[src/design/fbpa_pkg.sv]
`default_nettype none
package fbpa_pkg;

  // pool geometry
  localparam int BLOCKS   = 256;
  localparam int CHUNKS   = 4;
  localparam int TOTAL    = BLOCKS * CHUNKS;
  localparam int HANDLE_W = 10;
  localparam int BLK_W    = $clog2(BLOCKS);
  localparam int CHUNK_W  = (CHUNKS > 1) ? $clog2(CHUNKS) : 1;
  localparam int CNT_W    = $clog2(CHUNKS + 1);
  localparam int SWP_W    = $clog2(BLOCKS + 1);

  // memory word: occupied bit over the next link
  localparam int WORD_W   = HANDLE_W + 1;

  // register widths and reset values
  localparam int SIZE_W   = 16;
  localparam int BPC_W    = 9;
  localparam logic [SIZE_W-1:0] BLOCK_SIZE_RST = 16'd64;
  localparam logic [BPC_W-1:0]  BPC_RST        = 9'd256;

  // config register index
  typedef enum logic {
    REG_BLOCK_SIZE = 1'b0,
    REG_BPC        = 1'b1
  } reg_idx_t;

  typedef enum logic [1:0] {
    OP_ALLOC = 2'd0,
    OP_FREE  = 2'd1,
    OP_RESET = 2'd2,
    OP_NONE  = 2'd3
  } op_t;

  typedef enum logic [2:0] {
    ST_OK            = 3'd0,
    ST_TOO_LARGE     = 3'd1,
    ST_NO_CHUNK      = 3'd2,
    ST_FREE_IGNORED  = 3'd3,
    ST_RESET_IGNORED = 3'd4
  } status_t;

  typedef enum logic [2:0] {
    S_IDLE,
    S_OPEN,
    S_ISSUE,
    S_POP,
    S_PUSH
  } state_t;

  typedef struct packed {
    logic [SIZE_W-1:0] block_size;
    logic [BPC_W-1:0]  blocks_per_chunk;
  } cfg_t;

endpackage
`default_nettype wire

[src/design/fbpa_cfg.sv]
`default_nettype none
module fbpa_cfg import fbpa_pkg::*; (
  input  wire logic        clk,
  input  wire logic        rst,
  input  wire logic        psel,
  input  wire logic        penable,
  input  wire logic        pwrite,
  input  wire logic [2:0]  paddr,
  input  wire logic [31:0] pwdata,
  output logic      [31:0] prdata,
  output logic             pready,
  output cfg_t             cfg
);

  logic     wr;
  reg_idx_t idx;

  assign pready = 1'b1;
  assign idx    = reg_idx_t'(paddr[2]);
  assign wr     = psel & penable & pwrite;

  // register writes
  always_ff @(posedge clk) begin
    if (rst) begin
      cfg.block_size       <= BLOCK_SIZE_RST;
      cfg.blocks_per_chunk <= BPC_RST;
    end else if (wr) begin
      case (idx)
        REG_BLOCK_SIZE: cfg.block_size       <= pwdata[SIZE_W-1:0];
        REG_BPC:        cfg.blocks_per_chunk <= pwdata[BPC_W-1:0];
        default: ;
      endcase
    end
  end

  // read back
  always_comb begin
    case (idx)
      REG_BLOCK_SIZE: prdata = 32'(cfg.block_size);
      REG_BPC:        prdata = 32'(cfg.blocks_per_chunk);
      default:        prdata = '0;
    endcase
  end

endmodule
`default_nettype wire

[config.mk]
export PLATFORM = sky130hd
export DESIGN_NAME = fbpa_cfg
export DESIGN_NICKNAME = d
export VERILOG_FILES = /design/src/design/fbpa_pkg.sv /design/src/design/fbpa_cfg.sv
export SDC_FILE = /design/constraint.sdc
export NUM_CORES = 1
export LEC_CHECK = 0
export BUFFER_PORTS_ARGS = -buffer_cell sky130_fd_sc_hd__buf_2
export CORE_UTILIZATION = 41
export DETAILED_ROUTE_END_ITERATION = 6
export PLACE_DENSITY = 0.85
export SYNTH_ARGS = -nofsm -noshare
export SYNTH_HDL_FRONTEND = slang
export SYNTH_SLANG_ARGS = --single-unit
[constraint.sdc]
create_clock -name clk -period 1.5 [get_ports clk]
set_input_delay 0.3 -clock clk [delete_from_list [all_inputs] [get_ports clk]]
set_output_delay 0.3 -clock clk [all_outputs]
set_load 0.03 [all_outputs]
# After elaboration in Yosys (flattened, before gate mapping)

Index checks and enable logic that the tools add are counted.
Widths: inputs -> output; s select.

Register bits: 25
Latch bits: 0
Bits in writable memories: 0
Bits in read-only memories: 0
Input port bits: 40
Word-level logic and storage cells: 8
Memories: 0

$add $sub $neg: 0
Multiply operators: 0
Divide/modulo/power cells: 0
$lt $le $gt $ge: 0
Equality and inequality tests: 0
Shift operators: 0
Muxes and demuxes: 1
Bitwise operators: 3
Reduce and logical (&&, ||, !) cells: 2

Operators by type and width:

| operator         | count |
|---|---|
| $pmux 32 s2      | 1 |
| $reduce_and 2->1 | 2 |
| $and 1x1->1      | 2 |
| $not 1->1        | 1 |

# Depth between registers and ports, before layout

Gate-level depths: netlist (run 1).

Word-level depth: 3
Depth in mapped cells: 5
Mapped depth without buffers: 2

# Least setup slack after synthesis (run 1)

Ideal clock, no wire load.

Path kind: in2out
Start: input port paddr[2]
End: output port prdata[10]
Data arrival time: 1.035 ns
Data required time: 1.200 ns
Path slack: 0.165 ns
Stages on the path: 3
Path through: buf_6 > buf_2 > nor2b_1

Word-level cells in the longest chain between the ends: 2

Ends and longest elaborated chain:

| element         | line           | source |
|---|---|---|
| from (decl)     | fbpa_cfg.sv:8  | `input wire logic [2:0] paddr,` |
| $not 1->1       | -              |  |
| $pmux 32 s2 (*) | fbpa_cfg.sv:38 | `case (idx)` |
| to (decl)       | fbpa_cfg.sv:10 | `output logic [31:0] prdata,` |

Mark *: on every way between the ends. The rest lies on a longest branch, timed or not. The select of a mux whose other input is x is not followed.

# Worst setup path after layout (run 1)

Start: input port paddr[2]
End: output port prdata[7]

The elaborated chain is that of the path after synthesis.

==> impl_metrics.env, run 1 <==
export IMPL_power_density_nw_per_um2=745
export IMPL_avgViaCountPerCell=4.32
export IMPL_peakVddDrop_mv=0.328
export IMPL_syn_instance_count=139
export IMPL_hold_start="pwdata[15]"
export IMPL_initial_core_util=0.442
export IMPL_critPathKind="in2out"
export IMPL_finalWeightedCongestion=0.684
export IMPL_track_usage=0.153
export IMPL_r2r_start="cfg[0]"
export IMPL_fill_cells=298
export IMPL_fin_crit_sh=0.959
export IMPL_cts_hold_buf=0
export IMPL_rsz0062_at_grt="false"
export IMPL_pin_count=98
export IMPL_p_leak_nw=0.844
export IMPL_layout_nets=238
export IMPL_synth_cell_type_count=15
export IMPL_status="completed"
export IMPL_end_kind="output port"
export IMPL_dpl_hpwl_um=1880
export IMPL_first_pass_iters=4
export IMPL_grt_first_pass_wirelength_um=4060
export IMPL_synth_warnings=0
export IMPL_core_um2=3130
export IMPL_critPathLaunchType="primary input"
export IMPL_clkLatencyLatePin_ns=0.31
export IMPL_fp_dieW_um=60.1
export IMPL_placed_cells=237
export IMPL_setup_tns_ns=0
export IMPL_die_y_um=60.1
export IMPL_path_common_cell="buf_2"
export IMPL_grt_pass1_vias=894
export IMPL_crit_family="buffers and inverters"
export IMPL_wire_per_inst_um=10.6
export IMPL_htree_levels=1
export IMPL_layout_area_overhead_vs_synth_pct=20.6
export IMPL_drv_cap=0
export IMPL_clk_pin_slew_worst_paths_ns=0.13
export IMPL_io_buffer_count=62
export IMPL_cpMaxStageDelayCell="mux2_2"
export IMPL_first_iter_violations=14
export IMPL_skew_ns=0
export IMPL_tritoncts="built"
export IMPL_antenna_found_initial=0
export IMPL_max_freq_mhz=695
export IMPL_final_max_slew_viol_count=0
export IMPL_cp_max_fo=12
export IMPL_post_cts_resized=0
export IMPL_crit_path_start="paddr[2]"
export IMPL_antenna_left=0
export IMPL_seq_area_frac_synth=0.362
export IMPL_grt_overflow=0
export IMPL_syn_area_um2=1380
export IMPL_cts_sinks=25
export IMPL_grt_most_used_layer="met2"
export IMPL_rows=20
export IMPL_vias=1040
export IMPL_path_buf_inv=2
export IMPL_drive_gt1_frac=0.391
export IMPL_regMostFlops="cfg"
export IMPL_crit_required_ns=1.20
export IMPL_finalSetupViolCount=0
export IMPL_routed_wl_um=2560
export IMPL_cts_inserted_buffers=3
export IMPL_fin_crit_ns=1.44
export IMPL_cts_root_buf="clkbuf_4"
export IMPL_max_slew_margin=0.665
export IMPL_crit_arrival_ns=1.14
export IMPL_worstMarginPinSlew_ns=0.502
export IMPL_antenna_cells=0
export IMPL_final_cell_count_no_fill=241
export IMPL_grt_met2_usage=0.237
export IMPL_ys_ff_latch=25
export IMPL_post_route_drc_count=0
export IMPL_dieArea_um2=3610
export IMPL_cts_setup_buffers=0
export IMPL_reg_largest_list="cfg (25)"
export IMPL_crit_chain="buf_2, mux2_2, buf_2"
export IMPL_hold_violations=0
export IMPL_grt_max_degree=44
export IMPL_met1_usage=0.204
export IMPL_clk_path_buf_depth=2
export IMPL_critical_path_max_stage_delay_ns=0.38
export IMPL_syn_area_per_cell_um2=9.96
export IMPL_largest_register_ffs=25
export IMPL_hold_class="in2reg"
export IMPL_met3_usage=0.0281
[power breakdown]
part	switching (mW)	internal, mW	leakage [nW]	total, mW
logic	0.170	0.0863	0.627	0.256
registers	0.00986	0.679	0.202	0.689
clock network	0.194	0.104	0.0150	0.298
total	0.374	0.869	0.844	1.24
[stage by stage]
step,instance area (µm²),util,hold slack (ns),power [mW],setup slack (ns)
after floorplan,1440,-,0.455,0.932,0.165
after global placement,1640,0.525,0.469,0.959,0.0496
after detailed placement,1640,0.525,0.475,0.962,0.0505
after CTS,1670,0.534,0.223,1.26,0.0437
after global routing,1670,0.534,0.227,1.31,0.0259
final,1670,0.534,0.232,1.24,0.0617
[worst register-to-register path: stages (launching register included)]
cell and delay, ns:
dfxtp_1 0.38, nand2b_1 0.06, mux2i_1 0.12
[cell usage in the layout (no fill, tap or decap)]
master	n
dfxtp_1	25
and4b_1	1
clkbuf_4	3
mux2i_1	25
clkbuf_1	1
conb_1	17
nor2b_1	7
mux2_2	9
nor2_1	4
buf_2	62
and4_1	1
buf_12	1
buf_4	1
nand4_2	1
nand2b_1	39
[layer usage]
metal / vias up / part of all wire
met4: 0 / 0.011
li1: 534 / -
met2: 41 / 0.46
met1: 463 / 0.47
met5: - / 0
met3: 2 / 0.052
[path summary, 6_finish.rpt]
path	endpoint	slack, ns	depth (start not counted)
worst max-delay path	prdata[7]	0.06	3
worst min-delay path	cfg[24]	0.23	3
worst max register to register	cfg[0]	0.87	2
worst min register to register	cfg[6]	0.49	2
[Yosys cell counts]
cell type / count / area [µm²]
buf_4: 17 / 128
and4_1: 1 / 8.76
conb_1: 2 / 7.51
nor2b_1: 7 / 43.8
nor2_1: 4 / 15.0
dfxtp_1: 25 / 500
clkbuf_1: 4 / 15.0
buf_12: 1 / 20.0
and4b_1: 1 / 10.0
nand4_2: 1 / 12.5
buf_6: 2 / 22.5
mux2_2: 9 / 101
mux2i_1: 25 / 250
nand2b_1: 39 / 244
buf_2: 1 / 5.00
[cells by family after synthesis]
group	after synthesis	share of synthesized area
buffers and inverters	25	0.137
flip-flops	25	0.362
multiplexers	34	0.254
other	2	0.00543
AND/OR/NAND/NOR	53	0.241
[final cells by class]
class                      count  area, µm²  area share
multi-input combinational    104        749       0.449
sequential                    25        500       0.300
tap                           44       55.1      0.0330
timing repair buffer          64        338       0.202
clock buffer                   4       26.3      0.0157
No activity file was read; power rests on OpenSTA's default activity.
==> inputs of run 2 (changes only) <==
ABC_AREA = 1   (was not set)
REMOVE_ABC_BUFFERS = 1   (was not set)
==> impl_metrics.env, run 2 <==
export IMPL_regMostFlops="cfg"
export IMPL_synth_compound_area_frac=0.00714
export IMPL_finalSetupViolCount=0
export IMPL_wire_per_inst_um=8.95
export IMPL_syn_area_per_cell_um2=6.46
export IMPL_fin_crit_sh=0.878
export IMPL_peakVddDrop_mv=0.307
export IMPL_synth_top_family_by_area="simple AND/OR/NAND/NOR gates"
export IMPL_routed_wl_um=2850
export IMPL_final_max_slew_viol_count=0
export IMPL_synthFlopType="dfxtp_1"
export IMPL_max_freq_mhz=759
export IMPL_cts_inserted_buffers=3
export IMPL_fin_crit_ns=1.32
export IMPL_post_route_drc_count=0
export IMPL_swShare=0.345
export IMPL_fp_dieW_um=60.5
export IMPL_setup_tns_ns=0
export IMPL_post_cts_resized=0
export IMPL_muxShareOfSynthArea=0
export IMPL_final_common_cell="buf_2"
export IMPL_cp_max_fo=3
export IMPL_cts_sinks=25
export IMPL_antenna_cells=0
export IMPL_crit_arrival_ns=1.02
export IMPL_layout_area_overhead_vs_synth_pct=20.2
export IMPL_avgViaCountPerCell=4.30
export IMPL_rows=20
export IMPL_drive_gt1_frac=0.274
export IMPL_grt_pass1_vias=1040
export IMPL_dpl_hpwl_um=1990
export IMPL_clk_path_buf_depth=2
export IMPL_synthAdderAreaFrac=0
export IMPL_wl_met1_um=1230
export IMPL_p_leak_nw=0.975
export IMPL_final_cell_mix="buf_2, nor2_1, nand2_1"
export IMPL_power_net_switching_uw=462
export IMPL_synth_warnings=0
export IMPL_ys_ff_latch=25
export IMPL_synthTopCellsByCount="nand2_1, nor2_1, dfxtp_1, nand3_1, inv_1"
export IMPL_htree_levels=1
export IMPL_io_buffer_count=62
export IMPL_rsz0062_at_grt="false"
export IMPL_status="completed"
export IMPL_pin_count=98
export IMPL_syn_area_um2=1400
export IMPL_yosysTopAreaCell="dfxtp_1"
export IMPL_grt_max_degree=27
export IMPL_clkPwrFrac=0.224
export IMPL_core_um2=3150
export IMPL_route_met3_wl_um=205
export IMPL_largest_register_ffs=25
export IMPL_cts_hold_buf=0
export IMPL_track_usage=0.160
export IMPL_crit_required_ns=1.20
export IMPL_end_kind="output port"
export IMPL_die_y_um=60.5
export IMPL_layout_nets=315
export IMPL_synth_simple_area_share=0.416
export IMPL_first_pass_iters=4
export IMPL_vias=1366
export IMPL_dpl_cell_area_um2=1660
export IMPL_p_seq_frac=0.524
export IMPL_synth_cell_type_count=16
export IMPL_placed_cells=314
export IMPL_tritoncts="built"
export IMPL_clkLatencyLatePin_ns=0.32
export IMPL_first_iter_violations=64
export IMPL_antenna_found_initial=0
export IMPL_synthXorXnorAreaFrac=0
export IMPL_initial_core_util=0.445
export IMPL_yosys_area_top_type_share=0.357
export IMPL_skew_ns=0
export IMPL_critPathKind="reg2out"
export IMPL_combPwrFrac=0.252
export IMPL_hold_class="in2reg"
export IMPL_fin_util=0.535
export IMPL_yosys_top_cells_area="dfxtp_1, nand2_1, nor2_1"
export IMPL_power_density_nw_per_um2=795
export IMPL_seq_area_frac_synth=0.357
export IMPL_critPathLaunchType="flop"
export IMPL_reg_largest_list="cfg (25)"
export IMPL_power_mw=1.34
export IMPL_fin_area_um2=1690
export IMPL_drv_cap=0
export IMPL_antenna_left=0
export IMPL_cts_root_buf="clkbuf_4"
export IMPL_intPower_uw=878
export IMPL_finalWeightedCongestion=0.710
export IMPL_dieArea_um2=3660
export IMPL_hold_violations=0
export IMPL_cts_setup_buffers=0
export IMPL_highest_layer="met4"
export IMPL_synth_edf_count=0
export IMPL_synthArstFlopShare=0
export IMPL_final_cell_count_no_fill=318
export IMPL_grt_overflow=0
export IMPL_syn_instance_count=217
export IMPL_clk_pin_slew_worst_paths_ns=0.14
export IMPL_grt_first_pass_wirelength_um=4350
export IMPL_met2RoutedLength_um=1380
==> run 2: final cells by class <==
| type | count | area (µm²) |
|---|---|---|
| Sequential cell | 25 | 500 |
| Inverter | 26 | 100 |
| Timing Repair Buffer | 65 | 345 |
| Multi-Input combinational cell | 154 | 657 |
| Fill cell | 358 | 1470 |
| Clock buffer | 3 | 22.5 |
| Clock inverter | 1 | 5.00 |
| Tap cell | 44 | 55.1 |
==> run 2: through the flow <==
stage	worst slack (ns)	hold slack, ns
2_1_floorplan	0.222	0.426
3_3_place_gp	0.242	0.480
3_5_place_dp	0.235	0.482
4_1_cts	0.181	0.204
5_1_grt	0.102	0.220
6_report	0.183	0.210
==> run 2: cells by family after synthesis <==
family | after synthesis
other cells | 2
flops | 25
buf+inv | 53
simple gates | 135
compound gates | 2
==> run 2: worst max-delay path, cell delays in order (launching register included) <==
cell and delay [ns]:
dfxtp_1 0.37, nand2_1 0.06, nand2_1 0.07, buf_2 0.19
==> run 2: path summary, 6_finish.rpt <==
| kind | depth (start not counted) | endpoint | slack (ns) | from |
|---|---|---|---|---|
| max | 3 | prdata[5] | 0.18 | cfg[14] |
| min | 3 | cfg[8] | 0.21 | pwdata[8] |
| max reg2reg | 2 | cfg[9] | 0.90 | cfg[9] |
| min reg2reg | 2 | cfg[15] | 0.50 | cfg[15] |
==> run 2: power by group through the flow <==
stage | Clock [mW] | Sequential (mW) | Combinational, mW
floorplan | 0 | 0.763 | 0.184
global placement | 0 | 0.717 | 0.336
detailed placement | 0 | 0.718 | 0.339
CTS | 0.302 | 0.703 | 0.339
global route | 0.322 | 0.707 | 0.372
finish | 0.300 | 0.703 | 0.338
==> run 2: per-layer routing <==
| metal | global-route usage | vias up |
|---|---|---|
| met4 | 0.0682 | 0 |
| met3 | 0.0192 | 4 |
| met1 | 0.178 | 578 |
| li1 | - | 724 |
| met5 | 0 | - |
| met2 | 0.303 | 60 |
