===== src/design/fbpa_ram.sv =====
`default_nettype none
module fbpa_ram #(
  parameter int WIDTH = 8,
  parameter int DEPTH = 16
) (
  input  wire logic                     clk,
  input  wire logic                     wr_en,
  input  wire logic [$clog2(DEPTH)-1:0] wr_addr,
  input  wire logic [WIDTH-1:0]         wr_data,
  input  wire logic                     rd_en,
  input  wire logic [$clog2(DEPTH)-1:0] rd_addr,
  output logic      [WIDTH-1:0]         rd_data
);

  logic [WIDTH-1:0] mem [DEPTH];

  // one write port, one registered read port
  always_ff @(posedge clk) begin
    if (wr_en) begin
      mem[wr_addr] <= wr_data;
    end
    if (rd_en) begin
      rd_data <= mem[rd_addr];
    end
  end

endmodule
`default_nettype wire


===== config.mk =====
export PLATFORM = sky130hd
export DESIGN_NAME = fbpa_ram
export DESIGN_NICKNAME = d
export VERILOG_FILES = /design/src/design/fbpa_ram.sv
export SDC_FILE = /design/constraint.sdc
export NUM_CORES = 1
export LEC_CHECK = 0
export ABC_AREA = 1
export BUFFER_PORTS_ARGS = -buffer_cell sky130_fd_sc_hd__buf_2
export CAP_MARGIN = 15
export CORE_MARGIN = 2
export CORE_UTILIZATION = 55
export DETAILED_ROUTE_END_ITERATION = 10
export GPL_TIMING_DRIVEN = 0
export PLACE_DENSITY = 0.75
export SLEW_MARGIN = 20
export SYNTH_ARGS = -nofsm -noshare
export SYNTH_HDL_FRONTEND = slang
export SYNTH_SLANG_ARGS = --single-unit

===== constraint.sdc =====
create_clock -name clk -period 1.11 [get_ports clk]
set_input_delay 0.222 -clock clk [delete_from_list [all_inputs] [get_ports clk]]
set_output_delay 0.222 -clock clk [all_outputs]
set_load 0.03 [all_outputs]

== Yosys cells after proc, flatten, opt, wreduce, memory -nomap -nowiden ==
Memory sizes are Yosys's and may differ from the RTL's. A register that Yosys moved wholly into a read port is not among the register bits.
Index checks and enable logic that the tools add are counted.

* Register bits after elaboration: 0
* Bits of input ports: 19
* Bits in latches: 0
* Memories kept: 1
* Word-level logic and storage cells: 3
* RAM bits: 128
* Bits in read-only memories: 0

* Shift operators: 0
* Eq/ne operators: 0
* Add/subtract/negate cells: 0
* Multiply operators: 0
* Div/mod/pow operators: 0
* Reduce and logical (&&, ||, !) cells: 0
* Mux-type cells: 2
* Bitwise operators: 0
* $lt $le $gt $ge: 0

{| class="wikitable"
|+ Memory list
! memory !! depth !! width !! read ports !! clocked after Yosys merged registers in !! wr ports !! line !! RTL
|-
| mem || 16 || 8 || 1 || 1 || 1 || 15 || <nowiki>logic [WIDTH-1:0] mem [DEPTH];</nowiki>
|}

{| class="wikitable"
|+ Operators with widths
! kind !! count
|-
| $mux 1 || 2
|}

== Longest topological paths before layout ==
Gate-level depths: netlist of run 1.

* Word-level depth: 2
* Mapped depth: 8

== Worst setup path after synthesis of run 1 ==
OpenSTA, ideal clock, no wires.

* Path type: in2reg
* Start: input wr_addr[3]
* End: memory mem[4][0] (enable)
* Required time: 0.740 ns
* Buffers on the path: 0
* Cell stages on the path: 2
* Setup slack: -0.063 ns
* Data arrival time: 0.803 ns
* Cells stage by stage: nand3b_1 nor2_1

{| class="wikitable"
|+ RTL lines
! element !! line !! RTL
|-
| from (decl) || 8 || <nowiki>input wire logic [$clog2(DEPTH)-1:0] wr_addr,</nowiki>
|-
| to (decl) || 15 ||
|}

No word-level cell before the write port.

== Worst setup path in the final report of run 1 ==
* Start: register rd_data[6] (read register of mem)
* End: output rd_data[6]

{| class="wikitable"
|+ RTL lines
! element !! line !! RTL
|-
| from (decl) || 12 || <nowiki>output logic [WIDTH-1:0] rd_data</nowiki>
|}

No word-level cell between the ends.

==> results of run 1 <==
[Yosys cell counts, drive strengths merged]
| library cell | n |
|---|---|
| nand2 | 173 |
| buf | 24 |
| nand3b | 2 |
| nor2 | 17 |
| inv | 102 |
| nand3 | 97 |
| edfxtp | 136 |
[cell type report]
class / count / area, sq um / share of cell area
timing repair buffer: 23 / 165 / 0.0230
multi-input combinational: 289 / 1600 / 0.223
clock buffer: 17 / 414 / 0.0576
buffer: 24 / 166 / 0.0232
sequential: 136 / 4080 / 0.568
inverter: 102 / 383 / 0.0533
clock inverter: 15 / 200 / 0.0279
tap: 136 / 170 / 0.0237
[worst max-delay path by stage]
stage	from	endpoint	slack, ns	cells after the start
final	rd_data[6]	rd_data[6]	-0.18	1
after global routing	rd_data[4]	rd_data[4]	-0.22	1
after CTS	rd_data[2]	rd_data[2]	-0.20	1
after detailed placement	wr_addr[3]	mem[4][3]	-0.64	3
after global placement	wr_addr[2]	mem[9][7]	-0.63	3
after floorplan	wr_addr[2]	mem[11][0]	-0.06	2
[state kept, by name (all words and copies together) (netlist names)]
register,flops
mem,128
rd_data,8
[what timing repair did]
| action | in CTS | in global routing |
|---|---|---|
| pin swaps | 3 | 27 |
| endpoints found under the setup margin | 48 | 16 |
| gates resized for setup | 34 | 72 |
[cell families after synthesis]
group                  after synthesis  synth area share
and+or+nand+nor                    289             0.208
DFF                                136             0.698
buffers and inverters              126            0.0939
[through the flow]
step | instances | power (W) | TNS (ns) | hold slack [ns] | instance area [sq um]
2_1_floorplan | 551 | 0.00638 | -5.37 | 0.321 | 5860
3_3_place_gp | 710 | 0.00668 | -53.92 | 0.551 | 6140
3_5_place_dp | 710 | 0.00669 | -57.93 | 0.562 | 6140
4_1_cts | 742 | 0.0125 | -1.50 | 0.00871 | 6880
5_1_grt | 742 | 0.0129 | -1.89 | 0.0206 | 7190
6_report | 742 | 0.0126 | -1.42 | 0.0150 | 7190
[layer usage]
| layer | vias to the layer above | routed length (um) |
|---|---|---|
| met4 | 0 | 218 |
| met1 | 1945 | 5870 |
| li1 | 1874 | - |
| met2 | 229 | 6800 |
| met3 | 23 | 1390 |
| met5 | - | 0 |
[power groups by stage]
stage	clock network, W	registers (W)	logic [W]
6_report	0.00580	0.00582	0.000953
3_3_place_gp	0	0.00591	0.000761
2_1_floorplan	0	0.00597	0.000409
4_1_cts	0.00583	0.00582	0.000832
3_5_place_dp	0	0.00592	0.000772
5_1_grt	0.00607	0.00583	0.00102
==> out/results.tsv, run 1 <==
stage	metric	value	unit
worst_setup_path	Data arrival, critical path	1.07	ns
hold_path	hold path start	rd_en	
yosys	Post-Syn Instances	551	
worst_setup_path	RR Endpoint	rd_data[7]	
timing	final worst setup slack	-0.179	ns
detailed_routing	wire per inst	19.2	um
timing	Slew Viols, Final	0	
floorplanning	core box area	10300	sq um
grt	global-route wire length before repair	21.4	mm
power	worst vdd ir	1040	uV
clock_network	hold buffer count at CTS	0	
power	Pleak	3.06	nW
grt	vias in the first global route	3914	
worst_setup_path	CP Data Required Time	0.89	ns
worst_setup_path	CP Max Fanout	1	
layout	area delta synth->final	22.9	%
yosys	cell taking the most area after synthesis	edfxtp_1	
yosys	post-synth top area share	0.698	
worst_setup_path	critical path's slowest cell	edfxtp_1	
placement	Detailed Place HPWL	8.70	mm
detailed_routing	Antenna Nets Post-Route	0	
clock_network	H-Tree Depth	4	
grt	initial antenna violation count	0	
grt	GR Layer Usage met3	0.0620	
yosys	number of distinct library cells after synthesis	11	
detailed_routing	via count	4071	
worst_setup_path	CP Cell Sequence	buf_6	
layout	share of layout cells above drive strength 1	0.285	
power	P_sw	0.00284	W
hold_path	Worst Hold End	rd_data[6]	
grt	met1 Use GR	0.372	
power	sequential share of power	0.463	
timing	Fmax achieved	776	MHz
detailed_routing	vias per std cell	5.49	
layout	commonest non-fill, non-tap cell in the layout	nand2_1	
timing	RSZ-0062 raised after global routing	true	
worst_setup_path	Buf/Inv on CP	1	
worst_setup_path	Worst setup EP type	primary output	
grt	GRT Util Overall	0.264	
worst_setup_path	R2R Setup Slk	-0.02	ns
grt	largest net degree at the start of global routing	17	
run_status	outcome	finished with violations	
clock_network	CTS Root Cell	clkbuf_8	
worst_setup_path	crit-path max cell delay	0.38	ns
power	Comb pwr share	0.076	
timing	Worst Tran Pin Value	0.765	ns
yosys	post-synth net total	570	
clock_network	Clock Path Buffers	2	
worst_setup_path	startpoint class of the critical path	flip-flop	
power	Int Pwr	0.00973	W
clock_network	# clock sinks	136	
placement	Port Buffer Count	23	
clock_network	clock latency reported for the late side of the worst-skew pair	0.54	ns
placement	Final GP Congestion	0.873	
floorplanning	Starting Density	0.566	
yosys	mapped cell area	5850	sq um
run_status	violated checks	setup timing	
yosys	Area contributors post-synth	edfxtp_1 70%, nand2_1 11%, nand3_1 8.3%	
floorplanning	Die H	107	um
timing	Finish-stage setup viols	10	
timing	Final min period	1.29	ns
layout	fin util	0.696	
layout	FILL cells	726	
grt	gr busiest metal	met2	
hold_path	Tightest Hold Check Type	in -> reg	
floorplanning	Die X	107	um
power	Pwr per Cell Area	1750	nW/um^2
detailed_routing	post-route DRC violation count	0	
flow_run	total of max-cap violations	0	
yosys	Ys Warns	0	
layout	most frequent cells in the layout	151 x nand2_1, 136 x edfxtp_1, 98 x inv_1	
timing	Slew headroom	0.488	
floorplanning	Cell Rows	37	
detailed_routing	final wirelength	14.3	mm
power	Net Sw Frac	0.226	
clock_network	Post-CTS Setup Repair Bufs	0	
floorplanning	Ports	27	
clock_network	CTS Buf Count	17	
layout	nets@finish	612	
layout	final antenna diode count	0	
worst_setup_path	reg-to-reg startpoint	mem[10][7]	
clock_network	TritonCTS clock tree	built	
timing	final hold viol count	0	
grt	GRT overflow	0	
timing	crit share post-route	1.16	
timing	clock skew	0.00678	ns
detailed_routing	DRT Pass-1 Iters	5	
yosys	register area share after synthesis	0.698	
worst_setup_path	WS Path Type	reg -> out	
yosys	flops & latches, synth	136	
hold_path	worst hold path depth	1	
clock_network	Clk pin slew, worst setup/hold paths	0.06	ns
placement	pre-CTS WS	-0.640	ns
worst_setup_path	delay-heaviest family, CP	flip-flops	
power	Clk pwr share	0.461	
worst_setup_path	worst r2r path cells	6	
floorplanning	die area	11500	sq um
grt	routing usage on met2	0.405	
detailed_routing	DR iter-0 viols	436	
yosys	Avg Inst Size Synth	10.6	sq um
Power figures use the tool's default switching activity.
==> run 2: changes to the inputs <==
CORE_UTILIZATION = 60   (was 55)
PLACE_DENSITY = 0.78   (was 0.75)
RECOVER_POWER = 50   (was not set)
TNS_END_PERCENT = 30   (was not set)
clock period = 1.6 ns   (was 1.11 ns; I/O delays follow)
==> run 2 against run 1 <==
The run now ends clean. Critical path depth stayed put. Die area is 8.0% lower. Flip-flop and latch count stayed put. Clock-buffer cell count is 1 higher. Critical path type unchanged. Non-clock buffer count stayed put. Highest routed layer unchanged. Register-to-register slack better by 0.41 ns. Power is 33% lower. Cell area is 6.7% lower. Sequential power is 31% lower. Global-route usage is 1.5 points higher. Setup slack better by 0.40 ns.
==> out/results.tsv, run 2 (same netlist as run 1, synthesis figures left out) <==
stage	metric	value	unit	change
run_status	outcome	finished, final reports clean		
worst_setup_path	delay-heaviest family, CP	flip-flops		
floorplanning	Cell Rows	36		-2.7%
clock_network	CTS Root Cell	clkbuf_8		
timing	RSZ-0062 raised after global routing	false		
timing	Fmax achieved	726	MHz	
grt	vias in the first global route	3816		-2.5%
grt	GRT overflow	0		unchanged
worst_setup_path	Worst setup EP type	primary output		
worst_setup_path	RR Endpoint	rd_data[5]		
timing	final worst setup slack	0.223	ns	+0.402 ns
worst_setup_path	reg-to-reg startpoint	mem[11][5]		
layout	nets@finish	612		unchanged
detailed_routing	DR iter-0 viols	410		-6.0%
clock_network	Clock Path Buffers	2		unchanged
grt	global-route wire length before repair	20.6	mm	-3.5%
placement	pre-CTS WS	-0.182	ns	+0.458 ns
layout	Largest Register	mem		
detailed_routing	vias per std cell	5.44		-0.88%
timing	Final min period	1.38	ns	
layout	area delta synth->final	14.7	%	
clock_network	TritonCTS clock tree	built		
layout	final cell count without fillers	739		-0.40%
power	worst vdd ir	823	uV	-21%
layout	commonest non-fill, non-tap cell in the layout	nand2_1		
worst_setup_path	crit-path max cell delay	0.36	ns	-0.02 ns
layout	number of flip-flops in the largest register	128		unchanged
worst_setup_path	CP Data Required Time	1.28	ns	+0.39 ns
layout	final antenna diode count	0		unchanged
grt	initial antenna violation count	0		unchanged
detailed_routing	Antenna Nets Post-Route	0		unchanged
worst_setup_path	Stages on worst setup path	1		unchanged
placement	Port Buffer Count	23		unchanged
placement	Detailed Place HPWL	8.57	mm	-1.4%
worst_setup_path	critical path's slowest cell	edfxtp_1		
timing	Slew headroom	0.332		-0.157
layout	share of layout cells above drive strength 1	0.111		-0.175
clock_network	# clock sinks	136		unchanged
floorplanning	Die H	103	um	-4.1%
worst_setup_path	Data arrival, critical path	1.06	ns	about the same
worst_setup_path	Buf/Inv on CP	1		unchanged
clock_network	clock latency reported for the late side of the worst-skew pair	0.52	ns	-0.02 ns
power	Pwr per Cell Area	1260	nW/um^2	-28%
floorplanning	Ports	27		unchanged
clock_network	Post-CTS Setup Repair Bufs	0		unchanged
worst_setup_path	CP Cell Sequence	buf_2		
floorplanning	die area	10600	sq um	-8.0%
flow_run	total of max-cap violations	0		unchanged
worst_setup_path	CP endpoint	rd_data[1]		
worst_setup_path	R2R Setup Slk	0.39	ns	+0.41 ns
clock_network	CTS Buf Count	17		unchanged
hold_path	Tightest Hold Check Type	in -> reg		
power	post-route total power	0.00845	W	-33%
floorplanning	core box area	9590	sq um	-7.1%
detailed_routing	via count	4019		-1.3%
clock_network	hold buffer count at CTS	0		unchanged
placement	Cells after DPL	707		-0.42%
worst_setup_path	CP Max Fanout	1		unchanged
timing	Worst Tran Pin Value	1.00	ns	+0.238 ns
clock_network	Resized Gates After CTS	0		-100%
timing	crit share post-route	0.861		
timing	Finish-stage setup viols	0		-10
worst_setup_path	worst r2r path cells	6		unchanged
layout	design area	6710	sq um	-6.7%
clock_network	H-Tree Depth	4		unchanged
grt	GRT Util Overall	0.279		+0.0152
placement	Placed Area	6130	sq um	-0.26%
floorplanning	Starting Density	0.609		+0.0431
clock_network	Clk pin slew, worst setup/hold paths	0.06	ns	about the same
worst_setup_path	Setup crit start	rd_data[1]		
timing	clock skew	0.00557	ns	-0.00121 ns
detailed_routing	final wirelength	13.6	mm	-4.5%
power	Pleak	2.88	nW	-6.2%
floorplanning	Die X	103	um	-4.1%
detailed_routing	wire per inst	18.5	um	-4.1%
worst_setup_path	WS Path Type	reg -> out		
placement	Final GP Congestion	0.944		+8.2%
layout	biggest regs	mem (128), rd_data (8)		
timing	final hold viol count	0		unchanged
timing	Slew Viols, Final	0		unchanged
timing	TNS Setup	0	ns	+1.42 ns
layout	most frequent cells in the layout	173 x nand2_1, 136 x edfxtp_1, 100 x inv_1		
grt	largest net degree at the start of global routing	17		unchanged
worst_setup_path	startpoint class of the critical path	flip-flop		
detailed_routing	post-route DRC violation count	0		unchanged
detailed_routing	DRT Pass-1 Iters	5		unchanged
-- run 2: cell count changes in the layout (fill, tap and decap cells not counted), sizes merged --
| cell | delta |
|---|---|
| buf | -11 |
| inv | +1 |
| clkinv | -1 |
| clkbuf | +12 |
| bufinv | -1 |
-- run 2: worst min-delay path by stage --
stage,start,endpoint,depth (start not counted)
2_1_floorplan,wr_data[0],mem[0][0],0
3_3_place_gp,rd_en,rd_data[1],1
3_5_place_dp,rd_en,rd_data[1],1
4_1_cts,rd_en,rd_data[3],1
5_1_grt,rd_en,rd_data[1],1
6_report,rd_en,rd_data[3],1
-- run 2: power breakdown --
group / switching [W] / internal (W) / total, W
clock: 0.00149 / 0.00239 / 0.00387
sequential: 0.0000187 / 0.00402 / 0.00404
combinational: 0.000401 / 0.000146 / 0.000547
total: 0.00191 / 0.00655 / 0.00845
-- run 2: cell type report --
| class | instances | area (sq um) |
|---|---|---|
| clock inverters | 14 | 174 |
| clock buffers | 18 | 418 |
| multi-input cells | 289 | 1210 |
| flip-flops and latches | 136 | 4080 |
| inverters | 102 | 383 |
| plain buffers | 24 | 166 |
| well taps | 133 | 166 |
| fillers | 695 | 2890 |
| repair buffers | 23 | 101 |
-- run 2: routing by layer --
metal,wire length [um],GRT usage
met1,5510,0.382
met2,6430,0.437
met3,1370,0.0644
met4,333,0.116
met5,0,0
-- run 2: per-stage QoR --
step | hold WS, ns | utilization
6_report | 0.221 | 0.699
5_1_grt | 0.235 | 0.699
4_1_cts | 0.135 | 0.700
3_5_place_dp | 0.666 | 0.639
3_3_place_gp | 0.649 | 0.639
2_1_floorplan | 0.419 | -
==> run 3: changes to the inputs <==
CORE_MARGIN = 10   (was 2)
==> run 3 against run 2 <==
Die area rose by 34%. Critical path depth unchanged. Clock power about the same. Cell area about the same. Sequential share of layout area about the same. First-iteration DRC count grew 31%. Combinational power about the same. Sequential power about the same. Fmax shrank 0.45%. Setup slack worse by 0.0062 ns. Largest power group unchanged. Highest routed layer unchanged.
==> out/results.tsv, run 3 (same netlist as run 1, synthesis figures left out) <==
stage	metric	value	unit	change
power	Pleak	2.88	nW	+0.31%
layout	nets@finish	612		unchanged
detailed_routing	DRT Pass-1 Iters	5		unchanged
clock_network	Resized Gates After CTS	0		unchanged
clock_network	Clk pin slew, worst setup/hold paths	0.06	ns	about the same
clock_network	Post-CTS Setup Repair Bufs	0		unchanged
flow_run	total of max-cap violations	0		unchanged
grt	largest net degree at the start of global routing	17		unchanged
floorplanning	Starting Density	0.624		+0.0145
worst_setup_path	R2R Setup Slk	0.42	ns	+0.03 ns
timing	Final min period	1.38	ns	+0.00620 ns
clock_network	H-Tree Depth	4		unchanged
worst_setup_path	worst r2r path cells	6		unchanged
worst_setup_path	Buf/Inv on CP	1		unchanged
power	Pwr per Cell Area	1260	nW/um^2	+0.19%
placement	pre-CTS WS	-0.217	ns	-0.0348 ns
layout	final antenna diode count	0		unchanged
worst_setup_path	Stages on worst setup path	1		unchanged
run_status	outcome	finished, final reports clean		
layout	design area	6700	sq um	about the same
worst_setup_path	Worst setup EP type	primary output		
layout	commonest non-fill, non-tap cell in the layout	nand2_1		
grt	initial antenna violation count	0		unchanged
worst_setup_path	WS Path Type	reg -> out		
detailed_routing	via count	4048		+0.72%
timing	Finish-stage setup viols	0		unchanged
layout	share of layout cells above drive strength 1	0.114		+0.00330
timing	final hold viol count	0		unchanged
layout	number of flip-flops in the largest register	128		unchanged
timing	final worst setup slack	0.216	ns	-0.00620 ns
floorplanning	Die X	119	um	+16%
worst_setup_path	CP Data Required Time	1.28	ns	about the same
layout	biggest regs	mem (128), rd_data (8)		
worst_setup_path	delay-heaviest family, CP	flip-flops		
placement	Placed Area	6120	sq um	about the same
detailed_routing	final wirelength	13.7	mm	+0.78%
power	worst vdd ir	958	uV	+16%
worst_setup_path	startpoint class of the critical path	flip-flop		
worst_setup_path	CP Max Fanout	1		unchanged
layout	most frequent cells in the layout	173 x nand2_1, 136 x edfxtp_1, 100 x inv_1		
layout	area delta synth->final	14.6	%	about the same
placement	Final GP Congestion	0.873		-7.6%
floorplanning	Ports	27		unchanged
timing	Fmax achieved	723	MHz	-0.45%
detailed_routing	vias per std cell	5.51		+1.3%
floorplanning	Cell Rows	35		-2.8%
timing	Slew headroom	0.351		+0.0192
placement	Port Buffer Count	23		unchanged
floorplanning	die area	14100	sq um	+34%
placement	Detailed Place HPWL	9.01	mm	+5.1%
clock_network	TritonCTS clock tree	built		
clock_network	# clock sinks	136		unchanged
grt	GRT Util Overall	0.202		-0.0772
floorplanning	core box area	9370	sq um	-2.3%
clock_network	CTS Root Cell	clkbuf_8		
floorplanning	Die H	119	um	+16%
grt	GRT overflow	0		unchanged
worst_setup_path	crit-path max cell delay	0.35	ns	about the same
grt	global-route wire length before repair	21.7	mm	+5.1%
detailed_routing	DR iter-0 viols	537		+31%
hold_path	worst hold path depth	1		unchanged
grt	vias in the first global route	3968		+4.0%
detailed_routing	wire per inst	18.7	um	+1.3%
hold_path	Tightest Hold Check Type	in -> reg		
timing	TNS Setup	0	ns	unchanged
layout	FILL cells	663		-4.6%
worst_setup_path	CP Cell Sequence	buf_2		
worst_setup_path	critical path's slowest cell	edfxtp_1		
layout	fin util	0.715		+0.0161
timing	RSZ-0062 raised after global routing	false		
detailed_routing	post-route DRC violation count	0		unchanged
timing	crit share post-route	0.865		+0.00388
clock_network	clock latency reported for the late side of the worst-skew pair	0.53	ns	about the same
detailed_routing	Antenna Nets Post-Route	0		unchanged
timing	Worst Tran Pin Value	0.970	ns	-0.0324 ns
clock_network	CTS Buf Count	17		unchanged
timing	clock skew	0.00752	ns	+0.00195 ns
clock_network	hold buffer count at CTS	0		unchanged
layout	Largest Register	mem		
worst_setup_path	Data arrival, critical path	1.06	ns	about the same
timing	Slew Viols, Final	0		unchanged
clock_network	Clock Path Buffers	2		unchanged
-- run 3: cell count changes in the layout (fill, tap and decap cells not counted), sizes merged --
cell	delta
buf	+1
clkinv	+1
clkinvlp	-1
clkbuf	-1
-- run 3: routing by layer --
metal	share of wire	track usage	vias to the layer above
li1	-	-	1873
met1	0.41	0.273	1886
met2	0.46	0.301	258
met3	0.11	0.0466	31
met4	0.027	0.0969	0
met5	0	0	-
-- run 3: area by class of cell --
type	count	area (sq um)	share of cell area
flip-flops and latches	136	4080	0.609
clock inverters	14	173	0.0258
well taps	129	161	0.0241
multi-input cells	289	1210	0.181
repair buffers	23	103	0.0153
inverters	102	383	0.0571
plain buffers	24	166	0.0248
clock buffers	18	418	0.0624
-- run 3: final timing paths --
| check | to | startpoint |
|---|---|---|
| setup reg to reg | rd_data[5] | mem[10][5] |
| hold reg to reg | rd_data[0] | mem[1][0] |
| hold / removal | rd_data[2] | rd_en |
| setup / recovery | rd_data[1] | rd_data[1] |
-- run 3: per-stage QoR --
| step | instances | power, W | hold WS (ns) |
|---|---|---|---|
| 4_1_cts | 735 | 0.00846 | 0.109 |
| 3_5_place_dp | 703 | 0.00464 | 0.658 |
| 3_3_place_gp | 703 | 0.00462 | 0.649 |
| 2_1_floorplan | 551 | 0.00442 | 0.419 |
| 5_1_grt | 735 | 0.00869 | 0.225 |
| 6_report | 735 | 0.00846 | 0.205 |
-- run 3: worst reg2reg max path: stages (launching register included) --
cell      delay, ns
edfxtp_1       0.38
inv_1          0.08
nand2_1        0.05
nand3_1        0.09
nand3_1        0.09
nand3_1        0.13
nand2_1        0.08
-- run 3: power breakdown --
group / total (W) / switching (W) / internal (W)
sequential: 0.00403 / 0.0000180 / 0.00402
combinational: 0.000545 / 0.000399 / 0.000146
clock: 0.00388 / 0.00150 / 0.00238
total: 0.00846 / 0.00192 / 0.00655
